## config.mk

```make
export PLATFORM = sky130hd
export DESIGN_NAME = hsv_color_line_detector_top
export DESIGN_NICKNAME = d
export VERILOG_FILES = /design/src/sv/hcld_pkg.sv /design/src/sv/hcld_match.sv /design/src/sv/hcld_track.sv /design/src/sv/hsv_color_line_detector_top.sv
export SDC_FILE = /design/constraint.sdc
export NUM_CORES = 1
export LEC_CHECK = 0
export ABC_AREA = 1
export BUFFER_PORTS_ARGS = -buffer_cell sky130_fd_sc_hd__buf_2
export CORE_MARGIN = 4
export CORE_UTILIZATION = 30
export CTS_BUF_LIST = sky130_fd_sc_hd__clkbuf_8
export CTS_CLUSTER_SIZE = 20
export DETAILED_ROUTE_END_ITERATION = 8
export GPL_TIMING_DRIVEN = 0
export HOLD_SLACK_MARGIN = 0.15
export PLACE_DENSITY = 0.48
export SLEW_MARGIN = 5
export SYNTH_ARGS = -nofsm -noshare
export SYNTH_HDL_FRONTEND = slang
export SYNTH_SLANG_ARGS = --single-unit
```

## constraint.sdc

```tcl
create_clock -name clk_i -period 5.1 [get_ports clk_i]
set_input_delay 0.51 -clock clk_i [delete_from_list [all_inputs] [get_ports clk_i]]
set_output_delay 0.51 -clock clk_i [all_outputs]
set_load 0.01 [all_outputs]
```

## src/sv/hcld_pkg.sv

```systemverilog
// ----------------------------------------------------------------------------
// hcld_pkg
// shared types and constants of the hsv color line detector
// ----------------------------------------------------------------------------
package hcld_pkg;

  localparam int unsigned CfgIdxW  = 3;
  localparam int unsigned CfgDataW = 8;
  localparam int unsigned CoordW   = 10;
  localparam int unsigned PixProdW = 11;

  localparam logic [CfgIdxW-1:0] CfgHueMin  = 3'd0;
  localparam logic [CfgIdxW-1:0] CfgHueMax  = 3'd1;
  localparam logic [CfgIdxW-1:0] CfgSatMin  = 3'd2;
  localparam logic [CfgIdxW-1:0] CfgRunThr  = 3'd3;
  localparam logic [CfgIdxW-1:0] CfgRowsThr = 3'd4;

  localparam logic [7:0] HueMinRst  = 8'd100;
  localparam logic [7:0] HueMaxRst  = 8'd115;
  localparam logic [7:0] SatMinRst  = 8'd100;
  localparam logic [7:0] RunThrRst  = 8'd10;
  localparam logic [6:0] RowsThrRst = 7'd3;

  localparam logic [7:0]          WrapLimit = 8'd160;
  localparam logic [CoordW-1:0]   CoordMax  = 10'd1023;
  localparam logic [7:0]          RunMax    = 8'd255;
  localparam logic [6:0]          HitRowsMax = 7'd127;

  typedef struct packed {
    logic [7:0] hue;
    logic [7:0] sat;
    logic       row_end;
    logic       frame_end;
  } in_item_t;

  typedef struct packed {
    logic              detected;
    logic [CoordW-1:0] hit_x;
    logic [CoordW-1:0] hit_y;
  } out_item_t;

  typedef struct packed {
    logic [7:0] hue_min;
    logic [7:0] hue_max;
    logic [7:0] sat_min;
    logic [7:0] run_threshold;
    logic [6:0] rows_threshold;
  } cfg_t;

endpackage

```

## src/sv/hcld_match.sv

```systemverilog
// ----------------------------------------------------------------------------
// hcld_match
// color window test of one pixel against hue and saturation bounds
// ----------------------------------------------------------------------------
module hcld_match import hcld_pkg::*; (
  input  logic [7:0] hue_i,
  input  logic [7:0] sat_i,
  input  cfg_t       cfg_i,
  output logic       match_o
);

  logic wrap;
  logic hue_ok;

  always_comb begin
    wrap = cfg_i.hue_max > WrapLimit;
    if (wrap) begin
      hue_ok = (hue_i < cfg_i.hue_min) || (hue_i > cfg_i.hue_max);
    end else begin
      hue_ok = (hue_i > cfg_i.hue_min) && (hue_i < cfg_i.hue_max);
    end
    match_o = hue_ok && (sat_i > cfg_i.sat_min);
  end

endmodule

```

## src/sv/hcld_track.sv

```systemverilog
// ----------------------------------------------------------------------------
// hcld_track
// run and row tracking state with the frame result register
// ----------------------------------------------------------------------------
module hcld_track import hcld_pkg::*; #(
  parameter int unsigned SAMPLE_STEP = 8,
  parameter int unsigned MAX_COLS    = 128,
  parameter int unsigned MAX_ROWS    = 64
) (
  input  logic      clk_i,
  input  logic      rst_ni,
  input  logic      valid_i,
  output logic      ready_o,
  input  logic      match_i,
  input  logic      row_end_i,
  input  logic      frame_end_i,
  input  cfg_t      cfg_i,
  output logic      out_valid_o,
  input  logic      out_ready_i,
  output out_item_t out_data_o
);

  localparam int unsigned ColW = (MAX_COLS > 1) ? $clog2(MAX_COLS) : 1;
  localparam int unsigned RowW = (MAX_ROWS > 1) ? $clog2(MAX_ROWS) : 1;
  localparam logic [ColW-1:0] ColLast = ColW'(MAX_COLS - 1);
  localparam logic [RowW-1:0] RowLast = RowW'(MAX_ROWS - 1);

  function automatic logic [CoordW-1:0] to_pixel(input logic [PixProdW-1:0] idx);
    logic [PixProdW-1:0] prod;
    prod = idx * PixProdW'(SAMPLE_STEP);
    if (prod > PixProdW'(CoordMax)) begin
      return CoordMax;
    end
    return prod[CoordW-1:0];
  endfunction

  logic [7:0]        run_q, run_d;
  logic              row_hit_q, row_hit_d;
  logic [6:0]        hit_rows_q, hit_rows_d;
  logic [ColW-1:0]   col_q, col_d;
  logic [RowW-1:0]   row_q, row_d;
  logic [CoordW-1:0] last_x_q, last_x_d;
  logic [CoordW-1:0] last_y_q, last_y_d;
  logic              det_q, det_d;
  logic              out_v_q, out_v_d;
  out_item_t         out_q, out_d;
  logic              adv;
  logic              row_end;

  assign ready_o = !out_v_q || out_ready_i;
  assign adv     = valid_i && ready_o;
  assign row_end = row_end_i || frame_end_i;

  always_comb begin
    run_d      = run_q;
    row_hit_d  = row_hit_q;
    hit_rows_d = hit_rows_q;
    col_d      = col_q;
    row_d      = row_q;
    last_x_d   = last_x_q;
    last_y_d   = last_y_q;
    det_d      = det_q;
    out_d      = out_q;
    out_v_d    = out_v_q && !out_ready_i;
    if (adv) begin
      if (match_i) begin
        run_d = (run_q < RunMax) ? run_q + 8'd1 : RunMax;
      end else begin
        run_d = '0;
      end
      if (run_d >= cfg_i.run_threshold) begin
        last_x_d  = to_pixel(PixProdW'(col_q));
        row_hit_d = 1'b1;
      end
      if (col_q < ColLast) begin
        col_d = col_q + ColW'(1);
      end
      if (row_end) begin
        if (row_hit_d) begin
          hit_rows_d = (hit_rows_q < HitRowsMax) ? hit_rows_q + 7'd1 : HitRowsMax;
        end else begin
          hit_rows_d = '0;
        end
        if (hit_rows_d >= cfg_i.rows_threshold) begin
          last_y_d = to_pixel(PixProdW'(row_q));
          det_d    = 1'b1;
        end
        if (row_q < RowLast) begin
          row_d = row_q + RowW'(1);
        end
        col_d     = '0;
        run_d     = '0;
        row_hit_d = 1'b0;
      end
      if (frame_end_i) begin
        out_d.detected = det_d;
        out_d.hit_x    = last_x_d;
        out_d.hit_y    = last_y_d;
        out_v_d        = 1'b1;
        run_d      = '0;
        row_hit_d  = 1'b0;
        hit_rows_d = '0;
        col_d      = '0;
        row_d      = '0;
        last_x_d   = '0;
        last_y_d   = '0;
        det_d      = 1'b0;
      end
    end
  end

  always_ff @(posedge clk_i or negedge rst_ni) begin
    if (!rst_ni) begin
      run_q      <= '0;
      row_hit_q  <= 1'b0;
      hit_rows_q <= '0;
      col_q      <= '0;
      row_q      <= '0;
      last_x_q   <= '0;
      last_y_q   <= '0;
      det_q      <= 1'b0;
      out_v_q    <= 1'b0;
    end else begin
      run_q      <= run_d;
      row_hit_q  <= row_hit_d;
      hit_rows_q <= hit_rows_d;
      col_q      <= col_d;
      row_q      <= row_d;
      last_x_q   <= last_x_d;
      last_y_q   <= last_y_d;
      det_q      <= det_d;
      out_v_q    <= out_v_d;
    end
  end

  always_ff @(posedge clk_i) begin
    out_q <= out_d;
  end

  assign out_valid_o = out_v_q;
  assign out_data_o  = out_q;

endmodule

```

## src/sv/hsv_color_line_detector_top.sv

```systemverilog
// ----------------------------------------------------------------------------
// hsv_color_line_detector_top
// finds a horizontal line of a chosen color in a stream of subsampled pixels
// ----------------------------------------------------------------------------
// usage
//   in channel: one hsv pixel per request with row_end and frame_end marks
//   out channel: one request per frame, sent for the pixel that has frame_end
//   cfg port: plain write of hue window, saturation floor and thresholds
// throughput and pipeline
//   one pixel per cycle while no result waits on out_ready_i; a pixel
//   is held in an input register, then the color test and counter update
//   run combinationally into the tracking state and the result register,
//   which holds the result of a frame_end pixel until out_ready_i takes it
// reset
//   thresholds return to their defaults, all row and frame state clears,
//   no result is pending
// stall
//   while a result waits on out_ready_i the input register holds one more
//   pixel; in_ready_o drops only if that register is full as well
// ----------------------------------------------------------------------------
module hsv_color_line_detector_top import hcld_pkg::*; #(
  parameter int unsigned SAMPLE_STEP = 8,
  parameter int unsigned MAX_COLS    = 128,
  parameter int unsigned MAX_ROWS    = 64
) (
  input  logic                clk_i,
  input  logic                rst_ni,
  input  logic                in_valid_i,
  output logic                in_ready_o,
  input  in_item_t            in_data_i,
  output logic                out_valid_o,
  input  logic                out_ready_i,
  output out_item_t           out_data_o,
  input  logic                cfg_we_i,
  input  logic [CfgIdxW-1:0]  cfg_idx_i,
  input  logic [CfgDataW-1:0] cfg_wdata_i
);

  cfg_t     cfg_q, cfg_d;
  in_item_t px_q;
  logic     px_v_q, px_v_d;
  logic     trk_ready;
  logic     match;

  always_comb begin
    cfg_d = cfg_q;
    if (cfg_we_i) begin
      case (cfg_idx_i)
        CfgHueMin:  cfg_d.hue_min        = cfg_wdata_i;
        CfgHueMax:  cfg_d.hue_max        = cfg_wdata_i;
        CfgSatMin:  cfg_d.sat_min        = cfg_wdata_i;
        CfgRunThr:  cfg_d.run_threshold  = cfg_wdata_i;
        CfgRowsThr: cfg_d.rows_threshold = cfg_wdata_i[6:0];
        default: ;
      endcase
    end
  end

  always_ff @(posedge clk_i or negedge rst_ni) begin
    if (!rst_ni) begin
      cfg_q.hue_min        <= HueMinRst;
      cfg_q.hue_max        <= HueMaxRst;
      cfg_q.sat_min        <= SatMinRst;
      cfg_q.run_threshold  <= RunThrRst;
      cfg_q.rows_threshold <= RowsThrRst;
    end else begin
      cfg_q <= cfg_d;
    end
  end

  // input register
  assign in_ready_o = !px_v_q || trk_ready;
  assign px_v_d     = in_valid_i || (px_v_q && !trk_ready);

  always_ff @(posedge clk_i or negedge rst_ni) begin
    if (!rst_ni) begin
      px_v_q <= 1'b0;
    end else if (in_ready_o) begin
      px_v_q <= px_v_d;
    end
  end

  always_ff @(posedge clk_i) begin
    if (in_valid_i && in_ready_o) begin
      px_q <= in_data_i;
    end
  end

  hcld_match u_match (
    .hue_i   (px_q.hue),
    .sat_i   (px_q.sat),
    .cfg_i   (cfg_q),
    .match_o (match)
  );

  hcld_track #(
    .SAMPLE_STEP (SAMPLE_STEP),
    .MAX_COLS    (MAX_COLS),
    .MAX_ROWS    (MAX_ROWS)
  ) u_track (
    .clk_i       (clk_i),
    .rst_ni      (rst_ni),
    .valid_i     (px_v_q),
    .ready_o     (trk_ready),
    .match_i     (match),
    .row_end_i   (px_q.row_end),
    .frame_end_i (px_q.frame_end),
    .cfg_i       (cfg_q),
    .out_valid_o (out_valid_o),
    .out_ready_i (out_ready_i),
    .out_data_o  (out_data_o)
  );

endmodule

```

Word-level counts from Yosys, hierarchy flattened
Cells that the tools add are included.
{"block": "totals", "register_bits": 130, "output_inout_bits": 23, "elab_cells": 108, "inputBits": 34}
{"block": "op_classes", "n_lt_le_gt_ge": 13, "reduce_logical": 28, "n_eq_ne": 4, "n_mux": 37, "add_sub_neg": 4}
{"operator": "$mux 10", "count": 7}
{"operator": "$mux 7", "count": 9}
{"operator": "$mux 8", "count": 5}
{"operator": "$gt 8x8->1", "count": 3}
{"operator": "$mux 6", "count": 3}
{"operator": "$lt 8x8->1", "count": 2}
{"operator": "$reduce_and 2->1", "count": 8}
{"operator": "$add 7x1->7 const B", "count": 2}
{"operator": "$lt 7x7->1 const B", "count": 2}
{"operator": "$mux 1", "count": 13}
{"operator": "$gt 10x10->1 const B", "count": 1}
{"operator": "$add 8x1->8 const B", "count": 1}
{"operator": "$ge 8x8->1", "count": 1}
{"operator": "$gt 8x8->1 const B", "count": 1}
{"operator": "$lt 8x8->1 const B", "count": 1}
{"operator": "$ge 7x7->1", "count": 1}
{"operator": "$add 6x1->6 const B", "count": 1}
{"operator": "$eq 3x2->1 const B", "count": 2}
{"operator": "$logic_and 1x1->1", "count": 6}
{"operator": "$lt 6x6->1 const B", "count": 1}
{"operator": "$logic_or 1x1->1", "count": 5}
{"operator": "$logic_not 1->1", "count": 4}
{"operator": "$reduce_bool 2->1", "count": 2}
{"operator": "$eq 3x1->1 const B", "count": 1}
{"operator": "other kinds (4)", "count": 4}

Longest topological paths before layout
{"block": "logic_depth", "depth_word": 16, "depth_mapped": 30, "ltp_nobuf": 30}

Cells and area by module
Synthesis repeated with hierarchy kept, for this count alone.
{"block": "unflattened", "hier_cells": 803, "area_unflattened_um2": 6889.1}
{"mod": "hcld_track", "cells_per_inst": 489, "instances": 1, "area_each_um2": 3981.3, "seq_area_each_um2": 1906.8}
{"mod": "hsv_color_line_detector_top", "cells_per_inst": 202, "instances": 1, "area_each_um2": 2230.9, "seq_area_each_um2": 1560.2}
{"mod": "hcld_match", "cells_per_inst": 112, "instances": 1, "area_each_um2": 676.9, "seq_area_each_um2": 0.0}

Worst setup path before layout
No wires, ideal clock.
{"block": "synth_path", "path_kind": "register to register", "from": "reg cfg_q[28] (netlist name)", "to": "reg u_track.out_q, in the netlist u_track.out_data_o[6], data pin", "path_buffers": 0, "setup_time_ps": 255, "synth_period_minus_slack_ps": 3936, "path_slack_ps": 1164, "stages_incl_launch_ff": 24, "arrival_ps": 3681, "required_time_ps": 4845, "path_cell_list": "dfstp_2 > inv_1 > ha_1 > a21oi_1 > o21bai_1 > a21oi_1 > nand3_1 > nand2_1 > nand2_4 > a21oi_1 > ha_1 > a21oi_1 > o21ai_0 > nand2_2 > nand4_4 > nand2_1 > inv_1 > ha_1 > a21oi_1 > o21ai_0 > o21bai_2 > nand2_2 > nand2_1 > and2_1"}
{"block": "synth_via", "elab_chain_cells": 15}
{"item": "from (decl)", "line_no": "hsv_color_line_detector_top.sv:39", "rtl": "cfg_t cfg_q, cfg_d;"}
{"item": "from (signal assigned)", "line_no": "hsv_color_line_detector_top.sv:67", "rtl": "cfg_q <= cfg_d;"}
{"item": "$lt 8x8->1 / $gt 8x8->1 (equally long branches)", "line_no": "hcld_match.sv:20, hcld_match.sv:18"}
{"item": "$logic_and 1x1->1 / $logic_or 1x1->1 (equally long branches)", "line_no": "hcld_match.sv:20, hcld_match.sv:18"}
{"item": "$mux 1 (*)", "line_no": "hcld_match.sv:17", "rtl": "if (wrap) begin"}
{"item": "$logic_and 1x1->1 (*)", "line_no": "hcld_match.sv:22", "rtl": "match_o = hue_ok && (sat_i > cfg_i.sat_min);"}
{"item": "$mux 8 (*)", "line_no": "hcld_track.sv:66", "rtl": "if (match_i) begin"}
{"item": "$mux 8 (*)", "line_no": "hcld_track.sv:65", "rtl": "if (adv) begin"}
{"item": "$ge 8x8->1 (*)", "line_no": "hcld_track.sv:71", "rtl": "if (run_d >= cfg_i.run_threshold) begin"}
{"item": "$mux 1 (*)", "line_no": "hcld_track.sv:71"}
{"item": "$mux 1 (*)", "line_no": "hcld_track.sv:65"}
{"item": "$mux 7 (*)", "line_no": "hcld_track.sv:79", "rtl": "if (row_hit_d) begin"}
{"item": "$mux 7 (*)", "line_no": "hcld_track.sv:78", "rtl": "if (row_end) begin"}
{"item": "$mux 7 (*)", "line_no": "hcld_track.sv:65"}
{"item": "$ge 7x7->1 (*)", "line_no": "hcld_track.sv:84", "rtl": "if (hit_rows_d >= cfg_i.rows_threshold) begin"}
{"item": "$mux 10 (*)", "line_no": "hcld_track.sv:84"}
{"item": "$mux 10 (*)", "line_no": "hcld_track.sv:78"}
{"item": "to (signal assigned)", "line_no": "hcld_track.sv:137", "rtl": "out_q <= out_d;"}
{"item": "to (decl)", "line_no": "hcld_track.sv:46", "rtl": "out_item_t out_q, out_d;"}
Every way passes the cells marked *; elsewhere a longest branch is shown, timed or not. The select of a mux whose other input is x is not followed.
A chain may end at the register's enable or synchronous reset.

Worst setup path after layout
{"block": "layout_path", "from": "reg cfg_q[28] (netlist name)", "to": "reg u_track.out_q, in the netlist u_track.out_data_o[4], data pin"}
Same word-level chain as after synthesis.

==> flow_metrics.env <==
export IMPL_run_status="complete, no violations"
export IMPL_fillCellCount=2312
export IMPL_period_share=0.887
export IMPL_ys_ff_latch=130
export IMPL_clock_skew_ns=0.0184
export IMPL_cp_slowest_cell="dfstp_2"
export IMPL_die_area_um2=24700
export IMPL_hold_start="in_data_i[11]"
export IMPL_nNetsFinal=899
export IMPL_tns_ns=0
export IMPL_cpPeakStageDelay_ns=0.54
export IMPL_syn_nets=819
export IMPL_yosysWarningCount=0
export IMPL_critPathCaptureType="flop"
export IMPL_overflow=0
export IMPL_ir_worst_vdd_mv=0.153
export IMPL_ys_flop_type="dfrtp_1"
export IMPL_rsz0062_at_grt="no"
export IMPL_p_leak_nw=3.77
export IMPL_netlist_area_um2=6660
export IMPL_grt_pass1_wl_um=24200
export IMPL_wl_um=14100
export IMPL_cts_root_buf="clkbuf_8"
export IMPL_min_period_ns=4.52
export IMPL_r2r_start="cfg_q[28]"
export IMPL_vias=4881
export IMPL_gp_congestion=0.787
export IMPL_slew_viol_final=0
export IMPL_drcViolationCount=0
export IMPL_avgSynthCellArea_um2=8.98
export IMPL_h_tree_depth=4
export IMPL_fmax_ghz=0.221
export IMPL_arrival_ns=4.73
export IMPL_drt_iter0_drc=260
export IMPL_syn_inst=742
export IMPL_io_buffers=56
export IMPL_synthArstFlopShare=0.700
export IMPL_synth_top_cell_area_share=0.285
export IMPL_powerDensity_nw_per_um2=360
export IMPL_multi_input_area_um2=2620
export IMPL_viasPerCell=4.38
export IMPL_dp_final_hpwl_um=10300
export IMPL_worstPathRequired_ns=5.30
export IMPL_ioPinCount=57
export IMPL_cts_made_buffers=17
export IMPL_seq_area_um2=3470
export IMPL_grt_max_degree=55
export IMPL_die_x_um=157
export IMPL_slew_headroom=0.160
export IMPL_diodes=0
export IMPL_finalCoreUtilization=0.355
export IMPL_finalSetupViolations=0
export IMPL_yosys_area_top_type="dfrtp_1"
export IMPL_synthTopCellsByArea="dfrtp_1 29%, edfxtp_1 18%, nand2_1 9.6%, ha_1 8.1%, inv_1 7.5%"
export IMPL_grt_pass1_vias=4811
export IMPL_hold_viol=0
export IMPL_synth_edff_count=39
export IMPL_drive_gt1_frac=0.178
export IMPL_crit_start="cfg_q[28]"
export IMPL_synthToLayoutAreaGrowth_pct=16.3
export IMPL_wl_per_cell_um=12.6
export IMPL_num_rows=54
export IMPL_crit_path_frequent_cell="a21oi_1"
export IMPL_drv_cap=0
export IMPL_critical_path_max_fanout=10
export IMPL_fp_dieH_um=157
export IMPL_synth_seq_area_share=0.520
export IMPL_critical_path_class="reg -> reg"
export IMPL_drtPass1Iterations=4
export IMPL_worstPathCellList="inv_1 -> ha_1 -> a21oi_1 -> o21bai_1 -> a21oi_1 -> nand3_1 -> nand2_2 -> nand2_4 -> a21oi_1 -> ha_1 -> a21oi_1 -> o21ai_0 -> nand2_2 -> nand4_4 -> nand2_1 -> inv_1 -> ha_1 -> a21oi_1 -> o21ai_0 -> o21bai_2 -> nand2_2 -> nand2_1 -> and2_1"
export IMPL_grt_usage=0.123
export IMPL_hp_class="in -> reg"
export IMPL_clock_path_buffers=2
export IMPL_initial_utilization=0.305
export IMPL_core_area_um2=21800
export IMPL_clk_pin_slew_worst_paths_ns=0.09
export IMPL_synthDistinctLibCells=44
export IMPL_clk_insertion_delay_late_ns=0.45
export IMPL_numClockSinks=130
export IMPL_drtAntennaViolNets=0
export IMPL_start_kind="flop"
export IMPL_worst_pin_slew_ns=1.26
export IMPL_holdWs_ns=0.233
export IMPL_antenna_found_initial=0
export IMPL_cts_tree="yes"
## repair_timing
| item | in CTS | in global routing |
|---|---|---|
| hold buffers | 1 | 0 |
| resized for setup | 0 | 1 |
| endpoints found under the hold margin | 33 | 0 |
| setup endpoints to repair | 0 | 13 |
| setup buffers | 0 | 3 |
## routing by layer
metal  vias up  routed length (um)  track usage
li1       2582                   -            -
met1      2209                7120        0.174
met2        75                6220        0.188
met3        15                 570       0.0258
met4         0                 187       0.0426
met5         -                   0            0
## placed cells by master, fill, tap and decap left out, types with 7 or more instances in the layout
cell type  netlist  layout
a21oi_1         30      30
buf_2            2      57
clkbuf_8         1      18
dfrtp_1         76      76
dfstp_2         15      15
edfxtp_1        39      39
ha_1            43      43
inv_1          133     133
nand2_1        171     170
nand3_1         34      34
nand4_1         23      23
nor2_1          37      37
o21ai_0         61      61
o22ai_1          7       7
## through the flow
stage / area, um^2 / std cells / setup slack (ns) / power (W)
4_1_cts: 7720 / 1112 / 0.349 / 0.00283
5_1_grt: 7750 / 1115 / 0.0433 / 0.00300
2_1_floorplan: 6660 / 742 / 1.16 / 0.00174
6_report: 7750 / 1115 / 0.575 / 0.00279
3_5_place_dp: 7320 / 1079 / 0.352 / 0.00193
3_3_place_gp: 7290 / 1078 / 0.372 / 0.00192
## synthesized netlist by cell type, types with 4 or more instances
library cell    n
nand2_1       171
nand2_2         4
clkbuf_1        6
dfrtp_1        76
nand3_1        34
a21oi_1        30
nor2_2          4
nor3_2          6
o21ai_0        61
and2_1          6
edfxtp_1       39
dfstp_2        15
nor2_1         37
inv_2           6
nand4_1        23
inv_1         133
ha_1           43
o22ai_1         7
nor2_4          5
o21ai_1         4
## final timing paths
check                      slack [ns]  cells after the start                     to
max in group asynchronous        3.82                      3              cfg_q[24]
min in group asynchronous        0.56                      2    u_track.last_y_q[1]
hold / removal                   0.23                      1               px_q[11]
hold reg to reg                  0.49                      2               cfg_q[2]
setup / recovery                 0.58                     23  u_track.out_data_o[4]
setup reg to reg                 0.58                     23  u_track.out_data_o[4]
## sequential cells by signal, indices dropped and copies added, names as in the netlist
register,flops
cfg_q,39
px_q,18
px_v_q,1
u_track.col_q,7
u_track.det_q,1
u_track.hit_rows_q,7
u_track.last_x_q,10
u_track.last_y_q,10
u_track.out_data_o,21
u_track.out_valid_o,1
u_track.row_hit_q,1
u_track.row_q,6
u_track.run_q,8
## cell type report
cell class,count,area share
buffer,10,0.00694
clock buffer,17,0.0302
clock inverter,15,0.0205
inverter,140,0.0678
multi-input combinational,462,0.338
sequential,130,0.447
tap,280,0.0452
timing repair buffer,61,0.0442
## worst max-delay path, delay by kind of cell (launching register included)
family          cells  cell delay (ns)
fa+ha+maj           3             0.86
flops               1             0.54
simple gates        9             1.47
buf+inv             2             0.12
compound gates      9             1.30
## kinds of logic (layout without fill, tap and decap cells)
logic type / count (synthesis) / count (layout) / synth area share
and+or+nand+nor: 304 / 304 / 0.215
buffers and inverters: 150 / 243 / 0.0870
DFF: 130 / 130 / 0.520
AOI/OAI and AO/OA: 111 / 111 / 0.0917
adders and majority gates: 43 / 43 / 0.0808
xor gates and xnor gates: 4 / 4 / 0.00526
## report_power, final
group,internal (W),switching (W),total [W]
clock,0.000370,0.000509,0.000879
sequential,0.00124,0.0000645,0.00130
combinational,0.000225,0.000384,0.000609
total,0.00183,0.000957,0.00279
Power figures use the tool's default switching activity.
